`src/cbsit_pkg.sv`:
```
// ----------------------------------------------------------------------------
// cbsit_pkg
// Codes, widths and reset values shared by the cartridge bank switch and
// IRQ timer block.
// ----------------------------------------------------------------------------
package cbsit_pkg;

  // Item function codes.
  typedef logic [1:0] func_t;
  localparam func_t FUNC_WRITE    = 2'd0;
  localparam func_t FUNC_TICK     = 2'd1;
  localparam func_t FUNC_PRG_LOOK = 2'd2;
  localparam func_t FUNC_CHR_LOOK = 2'd3;

  // Mapper register select, taken from address bits 14..12 of a write
  // with bits 15 and 11 set.
  typedef logic [2:0] reg_sel_t;
  localparam reg_sel_t SEL_CHR0    = 3'd0;
  localparam reg_sel_t SEL_CHR1    = 3'd1;
  localparam reg_sel_t SEL_CHR2    = 3'd2;
  localparam reg_sel_t SEL_CHR3    = 3'd3;
  localparam reg_sel_t SEL_COUNTER = 3'd4;
  localparam reg_sel_t SEL_ENABLE  = 3'd5;
  localparam reg_sel_t SEL_MIRROR  = 3'd6;
  localparam reg_sel_t SEL_PRG     = 3'd7;

  // Configuration register indexes.
  localparam logic CFG_PRG_BANK_COUNT = 1'b0;
  localparam logic CFG_RAM_PRESENT    = 1'b1;

  // Field and bank widths.
  localparam int CHR_BANK_KB  = 2;
  localparam int CHR_OFS_W    = $clog2(CHR_BANK_KB * 1024);
  localparam int CHR_BANK_W   = 6;
  localparam int PRG_BANK_W   = 4;
  localparam int PRG_OFS_W    = 14;
  localparam int ROM_OFS_W    = PRG_BANK_W + PRG_OFS_W;
  localparam int COUNT_W      = 16;

  typedef logic [CHR_BANK_W-1:0] chr_bank_t;
  typedef logic [ROM_OFS_W-1:0]  rom_ofs_t;

  localparam logic [4:0] PRG_BANK_COUNT_RESET = 5'd16;

  // Mirroring modes.
  typedef logic [1:0] mirror_t;
  localparam mirror_t MIRROR_VERTICAL = 2'd0;

endpackage

```
`src/cartridge_bank_switch_irq_timer.sv`:
```
// ----------------------------------------------------------------------------
// cartridge_bank_switch_irq_timer
// Cartridge mapper with four 2 KB character banks, one switchable 16 KB
// program bank and a 16-bit down-counting IRQ timer.
// ----------------------------------------------------------------------------
//
//  Channel   Direction  Handshake                  Payload
//  item      in         item_valid / item_stall    func, address, value
//  result    out        result_valid / result_stall irq_line, rom_offset,
//                                                  mirror_mode, ram_write
//  config    in         APB (psel, penable, ...)   prg_bank_count, ram_present
//
// A transaction goes through the input register, then the result register.
// A new item is accepted every cycle while item_stall is low; the input
// register hands over to the result register whenever the latter is empty
// or being taken, so throughput is one item per cycle while nothing stalls.
// item_stall rises only when the input register holds an item and the
// result register is full and stalled. Reset is synchronous and active high;
// it empties both registers and returns the mapper state to its power-on
// values (banks 0..3, program bank 0, timer cleared, vertical mirroring).
//
module cartridge_bank_switch_irq_timer (
  input  logic        clk,
  input  logic        rst,
  // Item channel.
  input  logic        item_valid,
  output logic        item_stall,
  input  logic [1:0]  func,
  input  logic [15:0] address,
  input  logic [7:0]  value,
  // Result channel.
  output logic        result_valid,
  input  logic        result_stall,
  output logic        irq_line,
  output logic [17:0] rom_offset,
  output logic [1:0]  mirror_mode,
  output logic        ram_write,
  // Configuration port.
  input  logic        psel,
  input  logic        penable,
  input  logic        pwrite,
  input  logic [2:0]  paddr,
  input  logic [31:0] pwdata,
  output logic [31:0] prdata,
  output logic        pready
);

  // --------------------------------------------------------------------------
  // Configuration registers. The register index is the word address.
  // --------------------------------------------------------------------------
  logic [4:0] prg_bank_count;
  logic       ram_present;
  logic       cfg_index;

  assign pready    = 1'b1;
  assign cfg_index = paddr[2];

  always_ff @(posedge clk) begin
    if (rst) begin
      prg_bank_count <= cbsit_pkg::PRG_BANK_COUNT_RESET;
      ram_present    <= 1'b0;
    end else if (psel && penable && pwrite && pready) begin
      if (cfg_index == cbsit_pkg::CFG_PRG_BANK_COUNT) begin
        prg_bank_count <= pwdata[4:0];
      end else begin
        ram_present <= pwdata[0];
      end
    end
  end

  always_comb begin
    if (cfg_index == cbsit_pkg::CFG_PRG_BANK_COUNT) begin
      prdata = {27'd0, prg_bank_count};
    end else begin
      prdata = {31'd0, ram_present};
    end
  end

  // --------------------------------------------------------------------------
  // Input register.
  // --------------------------------------------------------------------------
  logic                 in_valid;
  cbsit_pkg::func_t     in_func;
  logic [15:0]          in_addr;
  logic [7:0]           in_value;
  logic                 out_free;
  logic                 advance;

  // The result register can take a new transaction when it is empty or its
  // current one leaves at this edge.
  assign out_free   = !result_valid || !result_stall;
  assign advance    = in_valid && out_free;
  assign item_stall = in_valid && !out_free;

  always_ff @(posedge clk) begin
    if (rst) begin
      in_valid <= 1'b0;
    end else if (!item_stall) begin
      in_valid <= item_valid;
    end
  end

  always_ff @(posedge clk) begin
    if (item_valid && !item_stall) begin
      in_func  <= item_valid ? func : in_func;
      in_addr  <= address;
      in_value <= value;
    end
  end

  // --------------------------------------------------------------------------
  // Mapper state.
  // --------------------------------------------------------------------------
  cbsit_pkg::chr_bank_t                  char_bank [4];
  cbsit_pkg::chr_bank_t                  char_bank_next [4];
  logic [cbsit_pkg::PRG_BANK_W-1:0]      prog_bank, prog_bank_next;
  logic [cbsit_pkg::COUNT_W-1:0]         irq_count, irq_count_next;
  logic                                  irq_enabled, irq_enabled_next;
  logic                                  low_byte_next, low_byte_next_next;
  logic                                  irq_pending, irq_pending_next;
  cbsit_pkg::mirror_t                    mirroring, mirroring_next;

  // Per-transaction result before the result register.
  cbsit_pkg::rom_ofs_t                   offset;
  logic                                  ramw;
  logic [cbsit_pkg::PRG_BANK_W-1:0]      bank_mask;
  cbsit_pkg::reg_sel_t                   reg_sel;
  logic [1:0]                            chr_slot;

  // The bank mask is the bank count minus one, kept to four bits; the fixed
  // upper window always maps to the masked last bank.
  assign bank_mask = 4'(prg_bank_count - 5'd1);
  assign reg_sel   = in_addr[14:12];
  assign chr_slot  = in_addr[12:11];

  always_comb begin
    for (int i = 0; i < 4; i++) begin
      char_bank_next[i] = char_bank[i];
    end
    prog_bank_next     = prog_bank;
    irq_count_next     = irq_count;
    irq_enabled_next   = irq_enabled;
    low_byte_next_next = low_byte_next;
    irq_pending_next   = irq_pending;
    mirroring_next     = mirroring;
    offset             = '0;
    ramw               = 1'b0;

    case (in_func)
      cbsit_pkg::FUNC_WRITE: begin
        if (in_addr[15:13] == 3'b011) begin
          // Work RAM window; flagged only when the RAM is fitted.
          ramw = ram_present;
        end else if (in_addr[15]) begin
          if (!in_addr[11]) begin
            // Writes with A11 clear acknowledge the interrupt.
            irq_pending_next = 1'b0;
          end else begin
            unique case (reg_sel)
              cbsit_pkg::SEL_CHR0: char_bank_next[0] = in_value[5:0];
              cbsit_pkg::SEL_CHR1: char_bank_next[1] = in_value[5:0];
              cbsit_pkg::SEL_CHR2: char_bank_next[2] = in_value[5:0];
              cbsit_pkg::SEL_CHR3: char_bank_next[3] = in_value[5:0];
              cbsit_pkg::SEL_COUNTER: begin
                // High byte first, then low byte, alternating.
                if (low_byte_next) begin
                  irq_count_next[7:0] = in_value;
                end else begin
                  irq_count_next[15:8] = in_value;
                end
                low_byte_next_next = !low_byte_next;
              end
              cbsit_pkg::SEL_ENABLE: begin
                irq_enabled_next   = in_value[4];
                low_byte_next_next = 1'b0;
              end
              cbsit_pkg::SEL_MIRROR: mirroring_next = in_value[1:0];
              cbsit_pkg::SEL_PRG:    prog_bank_next = in_value[3:0];
              default: ;
            endcase
          end
        end
      end
      cbsit_pkg::FUNC_TICK: begin
        // A counter already at zero stays there; only the step from one to
        // zero raises the interrupt.
        if (irq_enabled && (irq_count != '0)) begin
          irq_count_next = irq_count - 16'd1;
          if (irq_count == 16'd1) begin
            irq_pending_next = 1'b1;
          end
        end
      end
      cbsit_pkg::FUNC_PRG_LOOK: begin
        if (in_addr[15:14] == 2'b11) begin
          offset = {bank_mask, in_addr[13:0]};
        end else if (in_addr[15:14] == 2'b10) begin
          offset = {prog_bank & bank_mask, in_addr[13:0]};
        end
      end
      default: begin
        // Character lookup; nothing maps above the pattern tables.
        if (in_addr[15:13] == 3'b000) begin
          offset = 18'({char_bank[chr_slot], in_addr[cbsit_pkg::CHR_OFS_W-1:0]});
        end
      end
    endcase
  end

  always_ff @(posedge clk) begin
    if (rst) begin
      for (int i = 0; i < 4; i++) begin
        char_bank[i] <= cbsit_pkg::CHR_BANK_W'(i);
      end
      prog_bank     <= '0;
      irq_count     <= '0;
      irq_enabled   <= 1'b0;
      low_byte_next <= 1'b0;
      irq_pending   <= 1'b0;
      mirroring     <= cbsit_pkg::MIRROR_VERTICAL;
    end else if (advance) begin
      for (int i = 0; i < 4; i++) begin
        char_bank[i] <= char_bank_next[i];
      end
      prog_bank     <= prog_bank_next;
      irq_count     <= irq_count_next;
      irq_enabled   <= irq_enabled_next;
      low_byte_next <= low_byte_next_next;
      irq_pending   <= irq_pending_next;
      mirroring     <= mirroring_next;
    end
  end

  // --------------------------------------------------------------------------
  // Result register. It reports the state left after the transaction.
  // --------------------------------------------------------------------------
  always_ff @(posedge clk) begin
    if (rst) begin
      result_valid <= 1'b0;
    end else if (advance) begin
      result_valid <= 1'b1;
    end else if (!result_stall) begin
      result_valid <= 1'b0;
    end
  end

  always_ff @(posedge clk) begin
    if (advance) begin
      irq_line    <= irq_pending_next;
      rom_offset  <= offset;
      mirror_mode <= mirroring_next;
      ram_write   <= ramw;
    end
  end

endmodule

```
`config.mk`:
```
export PLATFORM = sky130hd
export DESIGN_NAME = cartridge_bank_switch_irq_timer
export DESIGN_NICKNAME = d
export VERILOG_FILES = /design/src/cbsit_pkg.sv /design/src/cartridge_bank_switch_irq_timer.sv
export SDC_FILE = /design/constraint.sdc
export NUM_CORES = 1
export LEC_CHECK = 0
export BUFFER_PORTS_ARGS = -buffer_cell sky130_fd_sc_hd__buf_2
export CAP_MARGIN = 20
export CORE_MARGIN = 10
export CORE_UTILIZATION = 55
export CTS_BUF_LIST = sky130_fd_sc_hd__clkbuf_8
export DETAILED_ROUTE_END_ITERATION = 10
export GPL_ROUTABILITY_DRIVEN = 1
export PLACE_DENSITY = 0.87
export SLEW_MARGIN = 10
export SYNTH_ARGS = -nofsm -noshare
export SYNTH_HDL_FRONTEND = slang
export SYNTH_SLANG_ARGS = --single-unit
```
`constraint.sdc`:
```
create_clock -name clk -period 3.1 [get_ports clk]
set_clock_uncertainty 0.1 [all_clocks]
set_input_delay 0.31 -clock clk [delete_from_list [all_inputs] [get_ports clk]]
set_output_delay 0.31 -clock clk [all_outputs]
set_load 0.02 [all_outputs]
```
==> results of run 1 <==
worst max-delay path by stage:
stage,end,startpoint,slack [ps]
2_1_floorplan,char_bank[1][0]$_SDFFCE_PN1P_,result_valid$_SDFFE_PP0P_,650
3_3_place_gp,char_bank[1][5]$_SDFFCE_PN0P_,result_stall,600
3_5_place_dp,char_bank[1][5]$_SDFFCE_PN0P_,result_stall,580
4_1_cts,char_bank[1][4]$_SDFFCE_PN0P_,result_valid$_SDFFE_PP0P_,610
5_1_grt,char_bank[1][4]$_SDFFCE_PN0P_,result_valid$_SDFFE_PP0P_,380
6_report,char_bank[1][4]$_SDFFCE_PN0P_,result_valid$_SDFFE_PP0P_,600
Yosys cell counts (9+ instances only):
cell	instances	area, sq um
o21ai_1	15	75.1
mux2i_1	10	100
o21ai_0	12	60.1
buf_4	28	210
dfxtp_1	35	701
nor2b_1	16	100
and2_1	21	131
inv_1	9	33.8
edfxtp_1	72	2160
clkbuf_1	11	41.3
a21oi_1	26	130
nand2_1	35	131
nor2_1	33	124
power groups by stage:
stage,logic [uW],clock network [uW],registers [uW]
after CTS,221,772,1620
after global placement,212,0,1640
after global routing,257,839,1620
final,235,765,1620
after detailed placement,218,0,1650
after floorplan,163,0,1650
routing by layer:
metal	share of wire, %	GRT usage (%)	vias to the layer above
met5	0	0	-
li1	-	-	1652
met2	50	26.7	127
met1	41	20.4	1611
met3	7.7	4.41	13
met4	1.3	5.43	0
worst register-to-register path, stage by stage, from the launching register on:
cell	delay, ps
dfxtp_1	380
nand2_1	60
nand2_1	160
clkinv_1	540
nand4b_1	410
nor4_1	70
buf_4	190
or2_2	340
cells by family (layout without fill, tap and decap cells):
| family | count (synthesis) | after routing | synth area share, % |
|---|---|---|---|
| buffers and inverters | 51 | 113 | 6.13 |
| adder cells (fa/ha/maj) | 3 | 3 | 0.773 |
| other | 2 | 28 | 0.155 |
| multiplexers | 20 | 20 | 5.77 |
| AO/OA/AOI/OAI | 81 | 81 | 10.4 |
| XOR/XNOR | 1 | 1 | 0.180 |
| AND/OR/NAND/NOR | 159 | 159 | 17.6 |
| flip-flops | 107 | 107 | 58.9 |
layout make-up:
cell class	instances	share of cell area [%]
Sequential cell	107	51.8
Multi-Input combinational cell	292	32.5
Timing Repair Buffer	87	9.47
Tap cell	108	2.45
Clock buffer	9	2.24
Clock inverter	7	0.838
Inverter	10	0.680
flip-flops by register name (all words and copies together), names as in the netlist, named ones only:
name            count
ram_write           1
irq_enabled         1
in_value            8
in_addr            16
ram_present         1
prg_bank_count      5
low_byte_next       1
irq_count          16
irq_line            1
rom_offset         18
char_bank          24
in_func             2
in_valid            1
irq_pending         1
result_valid        1
mirror_mode         2
mirroring           2
prog_bank           4
repair_timing:
action	4_1_cts	5_1_grt
hold endpoints to repair	2	13
hold buffers	2	13
setup buffers	0	0
layout by cell type, fill, tap and decap left out, drive strengths merged, types with 5 or more instances in the layout:
cell type / instances
edfxtp: 72
buf: 72
nand2: 35
dfxtp: 35
nor2: 33
conb: 28
o21ai: 28
a21oi: 26
and2: 21
nor2b: 16
dlygate4sd3: 15
inv: 12
mux2i: 10
clkbuf: 9
nor4: 9
nor3: 8
nand2b: 7
or2: 6
nand3: 6
mux4: 6
o21a: 6
clkinv: 5
metrics by stage:
step | setup slack, ps | total power, uW | hold slack [ps] | cells | utilization [%]
global placement | 600 | 1860 | 336 | 589 | 59.9
global route | 376 | 2720 | 0.488 | 620 | 63.6
finish | 598 | 2620 | 12.0 | 620 | 63.6
floorplan | 649 | 1810 | 309 | 450 | -
detailed placement | 582 | 1870 | 350 | 589 | 59.9
CTS | 614 | 2610 | 0.480 | 607 | 62.1
==> flow_summary.json, run 1 <==
{
  "status": "complete, no violations",
  "antenna_found_initial": 0,
  "boundaryPins": 125,
  "ctsResizeCount": 0,
  "core_area_sq_mm": 0.00868,
  "r2r_start": "result_valid$_SDFFE_PP0P_",
  "num_vias": 3403,
  "fmax_mhz": 400,
  "p_leak_uw": 0.00215,
  "rsz0062_at_grt": "false",
  "fp.dieH_um": 114,
  "setup_viol": 0,
  "synth.avg_cell_area_sq_um": 11.5,
  "path_class": "register to register",
  "switching_share_pct": 25.2,
  "pwr-share-seq_pct": 61.8,
  "synth-async-reset-ratio_pct": 0,
  "hold_viol_final": 0,
  "syn_inst": 424,
  "numCtsBuffers": 9,
  "reg2reg_slack_ps": 600,
  "synth_enable_flop_cells": 72,
  "worstMarginPinSlew_ps": 816,
  "grt-ovfl-total": 0,
  "nets": 578,
  "maxCapViolCount": 0,
  "setup_tns_ps": 0,
  "path_cells": "nand2_1 > nand2_1 > clkinv_1 > nand4b_1 > nor4_1 > buf_4 > or2_2",
  "worst-path-buf-inv": 2,
  "cp_slowest_stage_delay_ps": 540,
  "cts.path.max_buffers": 2,
  "fin_crit_sh_pct": 80.7,
  "grt_pass1_wl_um": 17200,
  "h-tree-depth": 3,
  "r2r_end": "char_bank[1][4]$_SDFFCE_PN0P_",
  "hpwl_um": 7530,
  "row_count": 34,
  "cts_tree": "built",
  "cts.clk_slew.worst_paths_ps": 100,
  "diodes": 0,
  "maxSlewHeadroom_pct": 45.6,
  "p_int_uw": 1960,
  "pwr-share-comb_pct": 9.0,
  "synth.distinct_cells": 51,
  "routed_wl_um": 10400,
  "ys_warn_count": 0,
  "hp-class": "input port to register",
  "cts.sinks": 107,
  "dpl_cell_area_sq_mm": 0.00520,
  "ys_ff_latch": 107,
  "drive_above_1_share_pct": 21.7,
  "ys_seq_area_share_pct": 58.9,
  "whs_path_depth": 1,
  "drt_iter0_drc": 243,
  "routedWlPerCell_um": 16.8,
  "cp-start-kind": "register",
  "grt_max_degree": 40,
  "synth_area_sq_mm": 0.00486,
  "io_buffers": 67,
  "seq_area_sq_mm": 0.00286,
  "min_period_ps": 2500,
  "first_pass_iters": 5,
  "grt_use_total_pct": 16.3,
  "vias_per_cell": 5.49,
  "path_common_cell": "nand2_1",
  "grt_pass1_vias": 3347,
  "fillers": 692,
  "crit_cells": 7,
  "die_area_sq_mm": 0.0130,
  "remaining_drc_errors": 0,
  "min_to": "in_addr[10]$_DFFE_PP_",
  "cp.arrival_ps": 2520,
  "start_util_pct": 56.0,
  "slew_viol_final": 0,
  "cp_slowest_cell": "clkinv_1",
  "clkLatencyLatePin_ps": 380,
  "place.gp.congestion": 0.869,
  "area_delta_synth_final_pct": 13.7,
  "power.density_mw_per_mm2": 474,
  "p_switching_uw": 658,
  "design_area_sq_mm": 0.00552,
  "critical_path.max_fanout": 19,
  "multiInputGateArea_sq_mm": 0.00179,
  "dieWidth_um": 114,
  "irDropWorstVdd_v": 0.000260,
  "cp_top_family": "simple AND/OR/NAND/NOR gates",
  "clockRootBuffer": "clkbuf_8",
  "cp.required_ps": 3120,
  "ant_nets": 0,
  "end_kind": "register",
  "min_from": "address[10]",
  "clkPwrFrac_pct": 29.2,
  "ff2ff_path_depth": 7,
  "ys.flop_type": "edfxtp_1"
}
Power figures use the tool's default switching activity.
==> run 2, diff against run 1 <==
==> constraint.sdc (replaced) <==
create_clock -name clk -period 2.4 [get_ports clk]
set_clock_uncertainty 0.1 [all_clocks]
set_input_delay 0.24 -clock clk [delete_from_list [all_inputs] [get_ports clk]]
set_output_delay 0.24 -clock clk [all_outputs]
set_load 0.02 [all_outputs]
==> flow_summary.json, run 2 (synthesis gave the netlist of run 1 again) <==
{
  "status": "finished with violations",
  "violations": "negative hold slack",
  "dieWidth_um": 114,
  "cp-start-kind": "register",
  "cts.clk_slew.worst_paths_ps": 110,
  "dp_slack_ps": 224,
  "grt_use_total_pct": 18.1,
  "fin_crit_sh_pct": 94.0,
  "area_delta_synth_final_pct": 20.4,
  "hp-class": "input port to register",
  "remaining_drc_errors": 0,
  "top_layer": "met4",
  "cp.arrival_ps": 2410,
  "start_util_pct": 56.0,
  "grt_max_degree": 39,
  "slew_viol_final": 0,
  "min_period_ps": 2260,
  "regMostFlops": "char_bank",
  "wl_met2_um": 6140,
  "fp.dieH_um": 114,
  "end_kind": "register",
  "routedLengthMet1_um": 4450,
  "clkLatencyLatePin_ps": 380,
  "cp.required_ps": 2560,
  "cts.path.max_buffers": 2,
  "hold_ws_ps": -5.27,
  "final_common_cell": "edfxtp_1",
  "largest_register_ffs": 24,
  "hpwl_um": 8050,
  "cts.sinks": 107,
  "critical_path.max_fanout": 7,
  "irDropWorstVdd_v": 0.000479,
  "grt_pass1_wl_um": 18900,
  "worstMarginPinSlew_ps": 816,
  "setup_viol": 0,
  "design_area_sq_mm": 0.00585,
  "ant_nets": 0,
  "diodes": 0,
  "dpl_cell_area_sq_mm": 0.00530,
  "first_pass_iters": 5,
  "die_area_sq_mm": 0.0130,
  "worst_slack_ps": 145,
  "grt-ovfl-total": 0,
  "core_area_sq_mm": 0.00868,
  "boundaryPins": 125,
  "vias_per_cell": 5.55,
  "numCtsBuffers": 9,
  "maxSlewHeadroom_pct": 45.4,
  "fmax_mhz": 443,
  "power.density_mw_per_mm2": 654,
  "layout_common_cells": "edfxtp_1, buf_2, nand2_1, dfxtp_1, nor2_1",
  "row_count": 34,
  "cts_tree": "built",
  "antenna_found_initial": 0,
  "rsz0062_at_grt": "false",
  "h-tree-depth": 3,
  "io_buffers": 67,
  "hold_viol_final": 1,
  "place.gp.congestion": 0.872,
  "reg_top3": "char_bank x24, rom_offset x18",
  "routedWlPerCell_um": 18.1,
  "drt_iter0_drc": 274,
  "drive_above_1_share_pct": 23.6,
  "total_power_uw": 3820,
  "path_class": "register to register",
  "setup_tns_ps": 0,
  "met3_length_um": 876,
  "routed_wl_um": 11700,
  "num_vias": 3583,
  "clockRootBuffer": "clkbuf_8",
  "grt_pass1_vias": 3709,
  "maxCapViolCount": 0,
  "nets": 604,
  "p_leak_uw": 0.00231,
  "reg2reg_slack_ps": 140
}
==> run 2: cell count changes in the layout (fill, tap and decap cells not counted), sizes merged <==
cell	before	now
buf	72	85
dlygate4sd3	15	28
bufinv	0	3
clkinv	5	3
inv	12	11
==> run 2: layout make-up <==
cell class / instances / area (sq um)
inverters: 10 / 38.8
repair buffers: 113 / 751
multi-input cells: 292 / 1790
clock inverters: 7 / 143
well taps: 108 / 135
fillers: 663 / 2830
flip-flops and latches: 107 / 2860
clock buffers: 9 / 124
==> run 2: final timing paths <==
kind                                                     start                        endpoint  cells past startpoint
worst max-delay path                 irq_count[0]$_SDFFE_PP0P_      irq_count[11]$_SDFFE_PP0P_                      7
worst min register to register  prg_bank_count[4]$_SDFFE_PP1P_  prg_bank_count[4]$_SDFFE_PP1P_                      1
worst max register to register       irq_count[0]$_SDFFE_PP0P_      irq_count[11]$_SDFFE_PP0P_                      7
worst min-delay path                                 pwdata[1]  prg_bank_count[1]$_SDFFE_PP0P_                      3
==> run 2: worst max-delay path, cell delays in order (launching register included) <==
cell     delay [ps]
dfxtp_1         400
inv_1            90
ha_1            170
or3b_2          490
nor4_4          380
o21ai_1         280
o21ai_0         150
a21oi_1          80
==> run 2: where the power goes <==
group          internal, uW  switching [uW]  leakage, uW  total [uW]
combinational           137             204      0.00120         341
sequential             2040            47.0     0.000978        2080
clock                   721             680     0.000131        1400
total                  2890             931      0.00231        3820
==> run 2: repair_timing <==
action	4_1_cts	5_1_grt
buffers inserted	0	0
gates resized for setup	0	0
hold endpoints to repair	29	0
hold buffers	28	0
endpoints found under the setup margin	0	0
==> run 2: layer usage <==
layer	vias to the layer above	GRT usage, %
li1	1702	-
met1	1714	20.8
met2	150	32.4
met3	17	4.30
met4	0	5.35
met5	-	0
==> run 2: per-stage QoR <==
step / instances / utilization [%] / hold WS (ps)
final: 646 / 67.4 / -5.27
after global routing: 646 / 67.4 / 12.0
after CTS: 646 / 67.4 / 3.37
after detailed placement: 602 / 61.1 / 318
after global placement: 602 / 61.1 / 317
after floorplan: 450 / - / 239
